### src/rtl/bsp_pkg.sv
// Shared types, constants and the sine/cosine table of the sprite projector.
package bsp_pkg;

  localparam int ANGLE_STEPS = 1024;
  localparam int ANGLE_W = 10;
  localparam int SC_ROM_DEPTH = 2 ** ANGLE_W;

  localparam longint PI_Q30 = 64'sd3373259426;
  localparam longint TWO_PI_Q30 = 64'sd6746518852;
  localparam longint HALF_PI_Q30 = 64'sd1686629713;
  localparam logic signed [31:0] NEAR_Q22 = 32'sd419430;

  localparam int DIV_STEPS = 35;
  localparam int NUM_W = 53;
  localparam int REM_W = 44;
  localparam int CX_W = 30;
  localparam int WABS_W = 41;
  localparam int FRAC_SHIFT = 12;
  localparam int SZ_STEPS = 15;
  localparam int SZ_SHIFT = 22;
  localparam int SZ_NUM_W = 11 + SZ_SHIFT;
  localparam int SZ_REM_W = CX_W;
  localparam int Q_W = DIV_STEPS + 1;
  localparam int N_W = Q_W + 1;
  localparam int CENTER_MAX = 32767;
  localparam int CENTER_MIN = -32768;
  localparam int FRONT_STAGES = 5;
  localparam int FINISH_STAGES = 4;
  localparam int LATENCY = FRONT_STAGES + DIV_STEPS + FINISH_STAGES;

  localparam logic [10:0] WIDTH_RESET = 11'd640;
  localparam logic [10:0] HEIGHT_RESET = 11'd480;
  localparam logic [10:0] CENTER_ROW_RESET = 11'd240;
  localparam logic [13:0] PLANE_RESET = 14'd2365;

  typedef enum logic [1:0] {
    REG_WIDTH,
    REG_HEIGHT,
    REG_CENTER_ROW,
    REG_PLANE
  } cfg_idx_t;

  typedef struct packed {
    logic [10:0] width;
    logic [10:0] height;
    logic [10:0] center_row;
    logic [13:0] plane;
  } cfg_t;

  typedef struct packed {
    logic near;
    logic kind;
    logic msign;
    logic [14:0] depth;
  } side_t;

  typedef logic [31:0] sc_rom_t [SC_ROM_DEPTH];

  // The argument is never negative and stays below two full turns.
  function automatic logic signed [15:0] sin_q14(input longint t_in);
    longint t;
    logic neg;
    longint unsigned x;
    longint unsigned x2;
    longint unsigned term;
    longint sum;
    t = t_in;
    if (t >= TWO_PI_Q30) t = t - TWO_PI_Q30;
    neg = 1'b0;
    if (t < 0) t = t + TWO_PI_Q30;
    if (t >= PI_Q30) begin
      neg = 1'b1;
      t = t - PI_Q30;
    end
    if (t > HALF_PI_Q30) t = PI_Q30 - t;
    x = longint'(t);
    x2 = (x * x) >> 30;
    term = x;
    sum = longint'(x);
    for (int k = 1; k <= 6; k++) begin
      term = (term * x2) >> 30;
      case (k)
        1: term = term / 64'd6;
        2: term = term / 64'd20;
        3: term = term / 64'd42;
        4: term = term / 64'd72;
        5: term = term / 64'd110;
        default: term = term / 64'd156;
      endcase
      if (k % 2 == 1) sum = sum - longint'(term);
      else sum = sum + longint'(term);
    end
    if (sum < 0) sum = 0;
    sum = (sum + 32768) >>> 16;
    if (sum > 16384) sum = 16384;
    return neg ? -16'(sum) : 16'(sum);
  endfunction

  function automatic sc_rom_t build_sc_rom();
    sc_rom_t rom;
    longint a;
    longint theta;
    for (int i = 0; i < SC_ROM_DEPTH; i++) begin
      a = longint'(i % ANGLE_STEPS);
      theta = (TWO_PI_Q30 * a) / ANGLE_STEPS;
      rom[i] = {sin_q14(theta), sin_q14(theta + HALF_PI_Q30)};
    end
    return rom;
  endfunction

  localparam sc_rom_t SC_ROM = build_sc_rom();

endpackage

### src/rtl/bsp_finish.sv
// Back stages: column rounding, visibility test, clipping and result registers.
module bsp_finish import bsp_pkg::*; (
  input  logic                 clk,
  input  logic                 rst,
  input  cfg_t                 cfg,
  input  logic                 in_valid,
  input  side_t                in_side,
  input  logic [DIV_STEPS-1:0] in_quo,
  input  logic                 in_rem_nz,
  input  logic [SZ_STEPS-1:0]  in_size,
  output logic                 done,
  output logic                 visible,
  output logic [10:0]          col_left,
  output logic [10:0]          col_right,
  output logic [10:0]          row_top,
  output logic [10:0]          row_bottom,
  output logic signed [15:0]   center_col,
  output logic [15:0]          sprite_size,
  output logic [14:0]          depth,
  output logic                 kind_out
);

  function automatic logic signed [Q_W-1:0] half_trunc(input logic signed [N_W-1:0] n,
                                                       input logic rnz);
    logic signed [N_W-1:0] h;
    h = n >>> 1;
    if (n[N_W-1] && (rnz || n[0])) h = h + N_W'(1);
    return Q_W'(h);
  endfunction

  logic v0, v1, v2;
  side_t side0, side1, side2;
  logic rnz0, rnz1;
  logic [SZ_STEPS-1:0] sz0, sz1, sz2;
  logic signed [Q_W-1:0] qs0;
  logic signed [N_W-1:0] nl1, nr1, nc1;
  logic signed [17:0] tv1, tv2;
  logic [15:0] bt1, bt2;
  logic signed [Q_W-1:0] l2, r2, c2;
  logic [16:0] bsum;
  logic vis;

  assign bsum = 17'({cfg.center_row, 1'b0}) + 17'(sz0);
  assign vis = !side2.near && !r2[Q_W-1] && !(l2 >= $signed(Q_W'({1'b0, cfg.width})));

  always_ff @(posedge clk) begin
    if (rst) begin
      v0 <= 1'b0;
      v1 <= 1'b0;
      v2 <= 1'b0;
      done <= 1'b0;
    end else begin
      v0 <= in_valid;
      v1 <= v0;
      v2 <= v1;
      done <= v2;
    end
  end

  always_ff @(posedge clk) begin
    side0 <= in_side;
    rnz0 <= in_rem_nz;
    sz0 <= in_size;
    if (!in_side.msign) qs0 <= $signed({1'b0, in_quo});
    else if (in_rem_nz) qs0 <= ~$signed({1'b0, in_quo});
    else qs0 <= -$signed({1'b0, in_quo});

    side1 <= side0;
    rnz1 <= rnz0;
    sz1 <= sz0;
    nl1 <= N_W'(qs0) + N_W'(cfg.width) - N_W'(sz0);
    nr1 <= N_W'(qs0) + N_W'(cfg.width) + N_W'(sz0);
    nc1 <= N_W'(qs0) + N_W'(cfg.width);
    tv1 <= 18'({cfg.center_row, 1'b0}) - 18'(sz0);
    bt1 <= bsum[16:1];

    side2 <= side1;
    sz2 <= sz1;
    l2 <= half_trunc(nl1, rnz1);
    r2 <= half_trunc(nr1, rnz1);
    c2 <= half_trunc(nc1, rnz1);
    tv2 <= tv1;
    bt2 <= bt1;

    kind_out <= side2.kind;
    visible <= vis;
    if (!vis) begin
      col_left <= '0;
      col_right <= '0;
      row_top <= '0;
      row_bottom <= '0;
      center_col <= '0;
      sprite_size <= '0;
      depth <= '0;
    end else begin
      col_left <= l2[Q_W-1] ? 11'd0 : l2[10:0];
      col_right <= (r2 >= $signed(Q_W'({1'b0, cfg.width}))) ? 11'(cfg.width - 11'd1)
                                                           : r2[10:0];
      row_top <= tv2[17] ? 11'd0 : tv2[11:1];
      if (cfg.height == 11'd0) row_bottom <= 11'd0;
      else if (bt2 > 16'(cfg.height - 11'd1)) row_bottom <= 11'(cfg.height - 11'd1);
      else row_bottom <= bt2[10:0];
      if (c2 > Q_W'(CENTER_MAX)) center_col <= 16'(CENTER_MAX);
      else if (c2 < Q_W'(CENTER_MIN)) center_col <= 16'(CENTER_MIN);
      else center_col <= c2[15:0];
      sprite_size <= 16'(sz2);
      depth <= side2.depth;
    end
  end

endmodule

### config.mk
export PLATFORM = sky130hd
export DESIGN_NAME = bsp_finish
export DESIGN_NICKNAME = d
export VERILOG_FILES = /design/src/rtl/bsp_pkg.sv /design/src/rtl/bsp_finish.sv
export SDC_FILE = /design/constraint.sdc
export NUM_CORES = 1
export LEC_CHECK = 0
export ABC_CLOCK_PERIOD_IN_PS = 9000
export BUFFER_PORTS_ARGS = -buffer_cell sky130_fd_sc_hd__buf_4
export CAP_MARGIN = 20
export CORE_ASPECT_RATIO = 0.7
export CORE_MARGIN = 8
export CORE_UTILIZATION = 63
export DETAILED_ROUTE_END_ITERATION = 6
export PLACE_DENSITY = 0.95
export SETUP_SLACK_MARGIN = 0.5
export SLEW_MARGIN = 20
export SYNTH_ARGS = -nofsm -noshare
export SYNTH_HDL_FRONTEND = slang
export SYNTH_SLANG_ARGS = --single-unit
### constraint.sdc
create_clock -name clk -period 9 [get_ports clk]
set_input_delay 0.9 -clock clk [delete_from_list [all_inputs] [get_ports clk]]
set_output_delay 0.9 -clock clk [all_outputs]
set_load 0.02 [all_outputs]
==> results.sh <==
export IMPL_outcome="finished, final reports clean"
export IMPL_ys_seq_elements=502
export IMPL_start_util_pct=64.3
export IMPL_fin_skew_ns=0.0188
export IMPL_htree_levels=2
export IMPL_synthesis_nets=2137
export IMPL_dp_final_hpwl_mm=38.9
export IMPL_finalSetupViolCount=0
export IMPL_dieArea_mm2=0.0367
export IMPL_cts_made_buffers=44
export IMPL_place_gp_congestion=0.947
export IMPL_r2r_start="qs0[7]"
export IMPL_fin_crit_sh_pct=63.1
export IMPL_crit_path_start_kind="input pin"
export IMPL_synth_edf_count=0
export IMPL_cts_tree="built"
export IMPL_num_rows=53
export IMPL_worst_ep_required_time_ns=9.41
export IMPL_min_from="side2[16]"
export IMPL_hold_viol=0
export IMPL_layout_drive_gt1_share_pct=14.4
export IMPL_yosys_warnings=0
export IMPL_tightest_slew_ns=0.965
export IMPL_yosysUniqueCellTypes=73
export IMPL_clock_tree_root_cell="clkbuf_16"
export IMPL_leakage_nw=9.54
export IMPL_grt_overflow_total=0
export IMPL_postSynthAreaPerCell_um2=10.1
export IMPL_grt_first_pass_wirelength_mm=78.5
export IMPL_min_path_cells=0
export IMPL_syn_inst=1908
export IMPL_postCtsHoldBufs=0
export IMPL_relSlewSlack_pct=34.0
export IMPL_die_w_um=225
export IMPL_p_per_area_mw_per_mm2=265
export IMPL_ys_seq_area_share_pct=51.9
export IMPL_nets=2340
export IMPL_r2r_cells=13
export IMPL_min_period_ns=5.68
export IMPL_tns_ns=0
export IMPL_fin_ws_ns=3.32
export IMPL_power_mw=6.01
export IMPL_grt_setup_unrepaired="false"
export IMPL_grt_use_total_pct=26.9
export IMPL_via_count=14646
export IMPL_grt_pass1_vias=14491
export IMPL_end_kind="flip-flop"
export IMPL_ys_async_sr_fraction_pct=0
export IMPL_core_area_mm2=0.0301
export IMPL_top_level_ports=213
export IMPL_peakVddDrop_mv=0.161
export IMPL_drv_cap=0
export IMPL_routed_wl_mm=50.7
export IMPL_synth_most_common_cell="dfxtp_1"
export IMPL_synthFlopType="dfxtp_1"
export IMPL_filler_cell_count=1943
export IMPL_synth_area_leader_cell="dfxtp_1"
export IMPL_cp_max_fo=12
export IMPL_fin_cells=2551
export IMPL_via_per_inst=5.74
export IMPL_die_h_um=163
export IMPL_synth_top_cell_area_share_pct=51.9
export IMPL_placedCellCount=2477
export IMPL_cts_setup_buffers=0
export IMPL_ctsLongestPathBuffers=3
export IMPL_worstSkewPairLatency_ns=0.57
export IMPL_fmax_mhz=176
export IMPL_yosys_top_cells_area="dfxtp_1 (52%), xnor2_1 (9.2%), ha_1 (6.8%), xor2_1 (2.9%), nor2_1 (2.7%)"
export IMPL_antenna_found_initial=2
export IMPL_syn_cell_area_mm2=0.0193
export IMPL_yosys_top_cells_count="dfxtp_1 (502), xnor2_1 (204), nor2_1 (138)"
export IMPL_clkTransAtPathRegs_ns=0.07
export IMPL_holdWs_ns=0.321
export IMPL_grt_max_degree=46
export IMPL_critical_path_arrival_ns=6.09
export IMPL_clock_sinks=502
export IMPL_portBuffers=197
export IMPL_diodes=0
export IMPL_dp_slack_ns=2.94
export IMPL_crit_type="in2reg"
export IMPL_route_detailed_drc=0
export IMPL_routedWlPerCell_um=19.9
export IMPL_firstDrtPassIters=6
export IMPL_slew_viol_final=0
export IMPL_syn_to_final_growth_pct=17.3
export IMPL_crit_start="cfg[44]"
export IMPL_antenna_left=0
export IMPL_cts_resized=0
export IMPL_hold_class="reg2reg"
export IMPL_drt_initial_drc_count=1549
[sequential cells by signal (all words and copies together) (netlist names), 13 cells and up]
| register | flops |
|---|---|
| sz1 | 14 |
| sz0 | 15 |
| qs0 | 36 |
| side2 | 17 |
| sz2 | 14 |
| bt1 | 15 |
| side1 | 17 |
| l2 | 36 |
| bt2 | 15 |
| nl1 | 36 |
| sprite_size | 15 |
| nc1 | 37 |
| tv2 | 13 |
| r2 | 36 |
| c2 | 36 |
| center_col | 16 |
| depth | 15 |
| tv1 | 13 |
| nr1 | 37 |
| side0 | 17 |
[logic make-up after synthesis]
kind of cell	share of synthesized area, %
simple gates	17.1
flops	51.9
fa+ha+maj	7.31
mux	0.582
buf+inv	2.88
compound gates	8.04
other cells	0.0194
xor+xnor	12.1
[layout by cell type (no fill, tap or decap), types with 11 or more instances in the layout]
master     synthesis  layout
a211oi_1          13      13
inv_1             97      97
xor2_1            63      63
nor3_1            35      35
clkbuf_8           1      11
nand2b_1          11      11
nand4_1           47      47
and2_1            57      57
nand2_1          125     125
nor4_1            40      40
buf_4              2     200
nor2b_1           22      22
and4_1            11      11
o21ai_0           62      61
a21o_1            14      14
ha_1             105     105
or3_1             15      15
a21oi_1           50      48
dfxtp_1          502     502
xnor2_1          204     204
clkbuf_16          0      45
o31ai_1           14      14
o21bai_1          18      18
and3_1            23      23
nand3_1           71      71
nor2_1           138     138
[worst max-delay path, cell delays in order]
cell and delay, ns:
buf_4 0.17, ha_1 0.38, and4_1 0.29, a21boi_0 0.52
a21oi_1 0.43, xnor2_1 0.67, ha_1 0.46, a21oi_1 0.28
o21bai_1 0.14, o31a_1 0.34, a2111oi_2 0.52, and2_1 0.35
nand2_1 0.16, o31ai_1 0.47
[through the flow]
step | cell area [um^2] | utilization, %
floorplan | 19300 | -
global placement | 21200 | 70.4
detailed placement | 21200 | 70.4
CTS | 22700 | 75.4
global route | 22700 | 75.4
finish | 22700 | 75.4
[where the power goes]
group | switching [mW] | internal, mW
Sequential | 0.280 | 2.59
Clock | 0.821 | 1.13
Combinational | 0.704 | 0.490
Total | 1.80 | 4.21
[layout make-up]
class | instances | area, um^2 | share of cell area [%]
clock inverter | 12 | 204 | 0.899
sequential | 502 | 10000 | 44.3
timing repair buffer | 200 | 1500 | 6.62
tap | 412 | 515 | 2.27
inverter | 99 | 372 | 1.64
multi-input combinational | 1264 | 8750 | 38.6
clock buffer | 62 | 1300 | 5.73
[final timing paths]
check	endpoint	slack (ns)
setup reg to reg	nl1[36]	3.57
setup / recovery	nl1[36]	3.32
hold / removal	kind_out	0.32
hold reg to reg	kind_out	0.32
[metal layers]
metal	track usage, %	vias up	share of wire (%)
met4	6.72	2	1.9
met1	35.9	6936	43
met3	8.71	99	11
met2	41.9	698	44
li1	-	6911	-
met5	0	-	0.026
Note: power is estimated with default switching activity, not from simulation.
